## config.mk

```make
export PLATFORM = sky130hd
export DESIGN_NAME = bfa_div
export DESIGN_NICKNAME = d
export VERILOG_FILES = /design/src/hdl/bfa_pkg.sv /design/src/hdl/bfa_div.sv
export SDC_FILE = /design/constraint.sdc
export NUM_CORES = 1
export LEC_CHECK = 0
export ABC_AREA = 1
export BUFFER_PORTS_ARGS = -buffer_cell sky130_fd_sc_hd__clkbuf_2
export CAP_MARGIN = 20
export CORE_MARGIN = 2
export CORE_UTILIZATION = 39
export CTS_BUF_LIST = sky130_fd_sc_hd__clkbuf_8 sky130_fd_sc_hd__clkbuf_16
export DETAILED_ROUTE_END_ITERATION = 16
export GPL_TIMING_DRIVEN = 0
export PLACE_DENSITY = 0.63
export SYNTH_ARGS = -nofsm -noshare
export SYNTH_HDL_FRONTEND = slang
export SYNTH_SLANG_ARGS = --single-unit
```

## constraint.sdc

```tcl
create_clock -name clk -period 2.35 [get_ports clk]
set_clock_uncertainty 0.1 [all_clocks]
set_input_delay 0.47 -clock clk [delete_from_list [all_inputs] [get_ports clk]]
set_output_delay 0.47 -clock clk [all_outputs]
set_load 0.1 [all_outputs]
```

## src/hdl/bfa_pkg.sv

```systemverilog
// bfa_pkg: shared types and constants for the best-fit arena allocator
// no dependencies; used by bfa_div, best_fit_arena_allocator and bfa_chk

package bfa_pkg;

  // default module parameters
  localparam int ALIGN_BYTES_DEF = 8;
  localparam int ARENA_UNITS_DEF = 4096;

  // fixed field widths
  localparam int ACTION_W   = 2;
  localparam int REQ_W      = 16;
  localparam int PAY_W      = 15;
  localparam int OFFSET_W   = 15;
  localparam int ARENA_CFG_W = 13;
  localparam int HDR_CFG_W  = 4;
  localparam int CFG_DATA_W = 13;
  localparam int CFG_IDX_W  = 1;
  // dividend width: request bytes plus alignment slack
  localparam int QW         = 17;

  // register reset values and header clamp bounds
  localparam logic [ARENA_CFG_W-1:0] ARENA_UNITS_RST = 13'd4096;
  localparam logic [HDR_CFG_W-1:0]   HEADER_UNITS_RST = 4'd4;
  localparam logic [HDR_CFG_W-1:0]   HDR_MIN = 4'd1;
  localparam logic [HDR_CFG_W-1:0]   HDR_MAX = 4'd8;

  // register indexes
  localparam logic [CFG_IDX_W-1:0] CFG_ARENA_UNITS  = 1'd0;
  localparam logic [CFG_IDX_W-1:0] CFG_HEADER_UNITS = 1'd1;

  // action codes
  localparam logic [ACTION_W-1:0] ACT_ALLOC  = 2'd0;
  localparam logic [ACTION_W-1:0] ACT_FREE   = 2'd1;
  localparam logic [ACTION_W-1:0] ACT_RESET  = 2'd2;
  localparam logic [ACTION_W-1:0] ACT_UNUSED = 2'd3;

  typedef enum logic [3:0] {
    S_INIT,
    S_IDLE,
    S_DIV,
    S_FRD,
    S_FEV,
    S_FEND,
    S_MRD,
    S_MEV,
    S_MNX,
    S_SPLIT,
    S_TAKE,
    S_HRD,
    S_HEV,
    S_DONE
  } state_t;

endpackage

```

## src/hdl/bfa_div.sv

```systemverilog
// bfa_div: division by the constant alignment through a rounded-up reciprocal multiply
// depends on bfa_pkg for the dividend width

module bfa_div #(
  parameter int ALIGN_BYTES = bfa_pkg::ALIGN_BYTES_DEF
) (
  input  logic                  clk,
  input  logic                  rst,
  input  logic                  go,
  input  logic [bfa_pkg::QW-1:0] num,
  output logic                  done,
  output logic [bfa_pkg::QW-1:0] quo,
  output logic                  rem_zero
);

  localparam int SH  = bfa_pkg::QW + $clog2(ALIGN_BYTES);
  localparam int RCW = bfa_pkg::QW + 2;
  localparam int PRW = bfa_pkg::QW + RCW;
  // reciprocal rounded up, exact for every dividend of QW bits
  localparam longint RECIP_L = ((longint'(1) << SH) + longint'(ALIGN_BYTES) - 64'sd1) /
                               longint'(ALIGN_BYTES);
  localparam logic [RCW-1:0] RECIP = RCW'(RECIP_L);

  logic                   pending;
  logic [bfa_pkg::QW-1:0] num_r;
  logic [PRW-1:0]         prod;

  // quotient by multiply and shift, remainder check by multiplying back
  assign prod     = PRW'(num_r) * PRW'(RECIP);
  assign rem_zero = (bfa_pkg::QW'(quo * bfa_pkg::QW'(ALIGN_BYTES)) == num_r);

  always_ff @(posedge clk) begin
    if (rst) begin
      pending <= 1'b0;
      done    <= 1'b0;
    end else begin
      pending <= go;
      done    <= pending;
    end
  end

  // datapath
  always_ff @(posedge clk) begin
    if (go) begin
      num_r <= num;
    end
    if (pending) begin
      quo <= bfa_pkg::QW'(prod >> SH);
    end
  end

endmodule

```

; ---- Yosys cells after proc, flatten, opt, wreduce, memory -nomap -nowiden
; Index checks and enable logic that the tools add are counted.
[word_totals]
regBits = 33
in_bits = 20
out_inout_bits = 19
elab_cells = 5
[op_classes]
n_eq_ne = 1
[op_table]
columns = op, count
row1 = equality test 17 bit, 1

; ---- Depth between registers and ports, before layout
; Gate-level depths: netlist of run 1.
[logic_depth]
word_depth = 1
ltp_mapped = 7

; ---- Worst setup path after synthesis of run 1
; Ideal clock, no wire load.
[synth_path]
path_type = reg2out
from = register quo[13] in the netlist's numbering
to = output rem_zero
setup_slack_ns = -0.818
arrival_ns = 2.598
stages_incl_launch_ff = 6
path_cell_list = edfxtp_1 > xnor2_1 > nand2_1 > nor2_1 > nand2_1 > nor2_1
[synth_via]
elab_chain_len = 1
[synth_rtl]
columns = element, line
row1 = from (decl), bfa_div.sv:12  ; output logic [bfa_pkg::QW-1:0] quo,
row2 = from (signal assigned), bfa_div.sv:48  ; quo <= bfa_pkg::QW'(prod >> SH);
row3 = equality test 17 bit, bfa_div.sv:30  ; assign rem_zero = (bfa_pkg::QW'(quo * bfa_pkg::QW'(ALIGN_BYTES)) == num_r);
row4 = to (decl), bfa_div.sv:13  ; output logic rem_zero
; No other way between the ends.

; ---- Worst setup path after layout of run 1
[layout_path]
from = register num_r[8] in the netlist's numbering
to = output rem_zero
[layout_via]
elab_chain_len = 1
[layout_rtl]
columns = element, line
row1 = from (decl), bfa_div.sv:25  ; logic [bfa_pkg::QW-1:0] num_r;
row2 = from (signal assigned), bfa_div.sv:45  ; num_r <= num;
row3 = equality test 17 bit, bfa_div.sv:30
; No other way between the ends.

==> flow_summary.json, run 1 <==
{
  "run_status": "finished clean",
  "vias": 692,
  "fin_crit_sh_pct": 91.0,
  "grt_max_degree": 19,
  "wirelength_um": 1810,
  "synth.area.top_cells": "edfxtp_1 (76%), xnor2_1 (7.1%), nand2_1 (5.5%)",
  "wl_per_cell_um": 10.6,
  "final-setup-viol-count": 0,
  "dr.pass1.iters": 4,
  "ys_seq_area_share_pct": 79.1,
  "grt_usage_pct": 11.5,
  "hold_end": "done$_SDFF_PP0_",
  "diodes": 0,
  "path_class": "flip-flop to output port",
  "cts_setup_buffers": 0,
  "root_buffer": "clkbuf_8",
  "slew_headroom_pct": 58.0,
  "rsz0062_at_grt": "false",
  "finalHoldViolCount": 0,
  "stdcell_area_mm2": 0.00156,
  "fin_nets": 146,
  "synth_common_cells": "edfxtp_1 (31), nand2_1 (18), xnor2_1 (10)",
  "min_path_type": "primary input to flip-flop",
  "dieHeight_um": 60.1,
  "p_switching_mw": 0.398,
  "num_rows": 20,
  "drc": 0,
  "io_buffers": 35,
  "grt_pass1_vias": 665,
  "grt-ovfl-total": 0,
  "start_util_pct": 40.5,
  "async_flop_share_pct": 0,
  "viasPerCell": 4.05,
  "tightest_slew_ps": 629,
  "postRouteAntennaNets": 0,
  "timing.rr.start": "pending$_SDFF_PP0_",
  "swShare_pct": 29.6,
  "seq_power_share_pct": 54.2,
  "reg2regPathDepth": 0,
  "ys_warn_count": 0,
  "antenna_found_initial": 0,
  "dieArea_mm2": 0.00361,
  "required_ps": 1780,
  "place_area_mm2": 0.00147,
  "hold_start": "rst",
  "clk_pin_slew_worst_paths_ps": 60,
  "min_path_cells": 2,
  "synth_top_area_cell": "edfxtp_1",
  "ys_dominant_reg_cell": "edfxtp_1",
  "place_congestion": 0.647,
  "arrival_ps": 1570,
  "cts_sinks": 33,
  "r2r-end": "quo[3]$_DFFE_PP_",
  "p_leak_nw": 0.647,
  "io_pins": 39,
  "slew_violations": 0,
  "area_growth_pct": 26.8,
  "cts_tree": "built",
  "endpoint_kind": "output port",
  "synth.distinct_cells": 10,
  "syn_area_per_cell_um2": 15.0,
  "syn_area_mm2": 0.00123,
  "synthMostInstantiatedCell": "edfxtp_1",
  "coreArea_mm2": 0.00303,
  "max_freq_ghz": 0.468,
  "drt_iter0_markers": 10,
  "fill_cells": 266,
  "fp.dieW_um": 60.1,
  "grt_pass1_wl_um": 2780,
  "fin_util_pct": 51.4,
  "finalCriticalPeriod_ps": 2140,
  "cts_buffers": 5,
  "yosysTopAreaCellShare_pct": 75.8,
  "combPwrFrac_pct": 17.8,
  "power_density_mw_per_mm2": 863,
  "syn_inst": 82,
  "cap_violations": 0,
  "synth_edf_count": 31,
  "power_frac_clock_pct": 28.0,
  "peakVddDrop_v": 0.000477,
  "worst_setup_path_start_kind": "flip-flop",
  "p_int_mw": 0.945,
  "drive_gt1_share_pct": 36.2,
  "path_max_fanout": 2,
  "htree_num_levels": 2,
  "ys_seq_elements": 33,
  "clock_latency_ps": 270,
  "setup_slack_ps": 211,
  "r2r_slack_ps": 1160,
  "dp_worst_setup_slack_ps": 359,
  "cts.path.max_buffers": 2
}
## stage by stage
step                      hold WS (ps)  cells  power (mW)  TNS [ps]
after floorplan                    348     84       0.931     -76.8
final                              267    171        1.34         0
after CTS                          254    171        1.37         0
after global routing               254    171        1.41         0
after detailed placement           363    163       0.982         0
after global placement             353    163       0.974         0
## area by class of cell
| cell class | instances | area, um^2 | share of cell area, % |
|---|---|---|---|
| Multi-Input combinational cell | 40 | 219 | 14.1 |
| Tap cell | 44 | 55.1 | 3.54 |
| Timing Repair Buffer | 35 | 178 | 11.4 |
| Clock buffer | 5 | 68.8 | 4.42 |
| Buffer | 3 | 22.5 | 1.45 |
| Sequential cell | 33 | 971 | 62.4 |
| Inverter | 8 | 30.0 | 1.93 |
| Clock inverter | 3 | 12.5 | 0.804 |
## power groups by stage
stage	Sequential (mW)	Combinational, mW	Clock, mW
finish	0.728	0.239	0.376
global route	0.734	0.252	0.420
CTS	0.729	0.241	0.396
detailed placement	0.742	0.240	0
global placement	0.737	0.237	0
floorplan	0.867	0.0635	0
## critical path: stages (launching register included)
cell,delay [ps]
edfxtp_1,410
xnor2_1,180
nand2_1,70
nor2_1,110
nand2_1,100
nor2_4,90
clkbuf_4,330
## worst max path at each step
stage | startpoint | to | slack [ps]
3_3_place_gp | quo[6]$_DFFE_PP_ | rem_zero | 390
5_1_grt | quo[11]$_DFFE_PP_ | rem_zero | 90
6_report | num_r[8]$_DFFE_PP_ | rem_zero | 210
2_1_floorplan | quo[11]$_DFFE_PP_ | rem_zero | -80
4_1_cts | num_r[8]$_DFFE_PP_ | rem_zero | 50
3_5_place_dp | num_r[8]$_DFFE_PP_ | rem_zero | 360
## what timing repair did
item                       4_1_cts  5_1_grt
hold endpoints to repair         0        0
setup endpoints to repair        0        1
hold buffers                     0        0
resized for setup                0        2
## layout by cell type (no fill, tap or decap), drive strengths merged
cell,instances
xor2,1
edfxtp,31
nor2,7
inv,8
clkinv,3
conb,3
clkbuf,40
nor3,1
xnor2,10
nand2,18
buf,3
dfxtp,2
## flip-flops by register name (all words and copies together), names as in the netlist
register and cells:
num_r 17, quo 14, done 1, pending 1
## cells by family (layout without fill, tap and decap cells)
group | after synthesis | after routing | synth area share [%]
buf+inv | 11 | 54 | 4.28
xor+xnor | 11 | 11 | 7.85
other cells | 1 | 3 | 0.306
simple gates | 26 | 26 | 8.46
flops | 33 | 33 | 79.1
## routing by layer
metal  global-route usage, %  wire length, um  vias up
met5                       0                0        -
met4                    5.71               13        0
met3                    6.28              148        2
met2                    19.3              972       27
met1                    11.4              674      313
li1                        -                -      350
Power figures use the tool's default switching activity.
==> run 2, diff against run 1 <==
Settings changed: CELL_PAD_IN_SITES_DETAIL_PLACEMENT set to 0, CELL_PAD_IN_SITES_GLOBAL_PLACEMENT set to 1, CTS_CLUSTER_SIZE set to 25, PLACE_DENSITY 0.63 to 0.76.
==> run 2 against run 1 <==
Net effect: die area unchanged; cell count unchanged; design area increased by 1.6%; fmax down 0.58%.
==> flow_summary.json, run 2 (synthesis results as in run 1) <==
{
  "seq_power_share_pct": 49.9,
  "wl_met1_um": 705,
  "finalPower_mw": 1.46,
  "viasPerCell": 3.96,
  "final_common_cell": "clkbuf_2",
  "drt_iter0_markers": 12,
  "endpoint_kind": "output port",
  "drive_gt1_share_pct": 36.2,
  "p_switching_mw": 0.402,
  "vias": 677,
  "fp.dieW_um": 60.1,
  "path_max_fanout": 3,
  "top_layer": "met4",
  "grt_max_degree": 19,
  "root_buffer": "clkbuf_8",
  "fin_util_pct": 52.2,
  "dr_wl_met2_um": 905,
  "top_register": "num_r",
  "cts_buffers": 5,
  "dr.pass1.iters": 4,
  "path_common_cell": "nand2_1",
  "finalCriticalPeriod_ps": 2150,
  "p_int_mw": 1.05,
  "largest_reg_flops": 17,
  "cts.path.max_buffers": 2,
  "hold_start": "rst",
  "finalHoldViolCount": 0,
  "tns_ps": 0,
  "dieArea_mm2": 0.00361,
  "finalHoldWorstSlack_ps": 262,
  "timing.rr.start": "pending$_SDFF_PP0_",
  "grt_pass1_wl_um": 2910,
  "fin_nets": 146,
  "combPwrFrac_pct": 16.4,
  "slowest_stage": "edfxtp_1",
  "run_status": "finished clean",
  "p_leak_nw": 0.661,
  "start_util_pct": 40.5,
  "max_freq_ghz": 0.465,
  "wl_per_cell_um": 10.4,
  "tightest_slew_ps": 675,
  "reg_top3": "num_r (17), quo (14)",
  "cpLargestDelayFamily": "simple AND/OR/NAND/NOR gates",
  "worst_setup_path_start_kind": "flip-flop",
  "place_congestion": 0.665,
  "num_rows": 20,
  "cap_violations": 0,
  "fill_cells": 264,
  "peakVddDrop_v": 0.000505,
  "clk_pin_slew_worst_paths_ps": 60,
  "dp.cells": 163,
  "path_class": "flip-flop to output port",
  "dieHeight_um": 60.1,
  "min_path_cells": 2,
  "power_frac_clock_pct": 33.7,
  "arrival_ps": 1580,
  "reg2regPathDepth": 0,
  "r2r-end": "quo[7]$_DFFE_PP_",
  "min_path_type": "primary input to flip-flop",
  "hold_end": "done$_SDFF_PP0_",
  "required_ps": 1780,
  "grt_pass1_vias": 680,
  "r2r_slack_ps": 1130,
  "wirelength_um": 1770,
  "clock_latency_ps": 270,
  "cts_tree": "built",
  "diodes": 0,
  "slew_headroom_pct": 54.9,
  "postRouteAntennaNets": 0,
  "final-setup-viol-count": 0,
  "antenna_found_initial": 0,
  "cpPeakStageDelay_ps": 430,
  "instances_no_fill": 171,
  "htree_num_levels": 2,
  "final_cell_mix": "clkbuf_2 (34), edfxtp_1 (31), nand2_1 (18)",
  "io_buffers": 35,
  "rsz0062_at_grt": "false",
  "crit_buf_inv": 2,
  "area_growth_pct": 28.8,
  "io_pins": 39,
  "cts_hold_buffers": 0,
  "drc": 0,
  "power_density_mw_per_mm2": 921,
  "coreArea_mm2": 0.00303,
  "wl_met3_um": 135,
  "swShare_pct": 27.6,
  "cts_sinks": 33,
  "slew_violations": 0,
  "grt_usage_pct": 11.7,
  "crit_chain": "inv_1, nand2_1, nand2_1, nand2_1, nor2_1, nand2_1, nor2_4, clkbuf_4",
  "fin_crit_sh_pct": 91.5,
  "grt-ovfl-total": 0
}
run 2: changes by cell type in the layout (fill, tap and decap cells not counted):
cell       change
bufinv_16      +1
clkinv_1       -1
clkinv_2       -1
inv_1          +1
run 2: worst max path at each step:
stage	to	slack, ps	cells past startpoint	from
after global placement	rem_zero	410	8	quo[6]$_DFFE_PP_
final	rem_zero	200	8	quo[9]$_DFFE_PP_
after CTS	rem_zero	50	8	quo[9]$_DFFE_PP_
after floorplan	rem_zero	-80	5	quo[11]$_DFFE_PP_
after detailed placement	rem_zero	400	6	num_r[8]$_DFFE_PP_
after global routing	rem_zero	90	8	quo[9]$_DFFE_PP_
run 2: layout make-up:
| cell class | instances | area, um^2 | share of cell area (%) |
|---|---|---|---|
| flip-flops and latches | 33 | 971 | 61.4 |
| multi-input cells | 40 | 219 | 13.8 |
| repair buffers | 35 | 178 | 11.2 |
| clock buffers | 5 | 68.8 | 4.35 |
| well taps | 44 | 55.1 | 3.48 |
| clock inverters | 3 | 37.5 | 2.37 |
| inverters | 8 | 30.0 | 1.90 |
| plain buffers | 3 | 22.5 | 1.42 |
run 2: routing by layer:
metal	vias to the layer above	GRT usage (%)
li1	350	-
met5	-	0
met4	0	6.67
met2	25	18.8
met1	299	13.1
met3	3	4.55
run 2: power groups by stage:
stage               logic, mW  registers, mW  clock network (mW)
CTS                     0.241          0.729               0.504
finish                  0.239          0.727               0.490
floorplan              0.0635          0.867                   0
global route            0.252          0.734               0.534
global placement        0.237          0.737                   0
detailed placement      0.239          0.741                   0
run 2: timing repair:
action / 4_1_cts / 5_1_grt
setup buffers: 0 / 0
endpoints found under the setup margin: 0 / 1
endpoints found under the hold margin: 0 / 0
resized for setup: 0 / 2
run 2: stage by stage:
step                instance area [um^2]  worst slack [ps]
finish                              1580               199
global route                        1580              93.7
CTS                                 1580              46.3
detailed placement                  1470               399
global placement                    1470               410
floorplan                           1240             -76.8
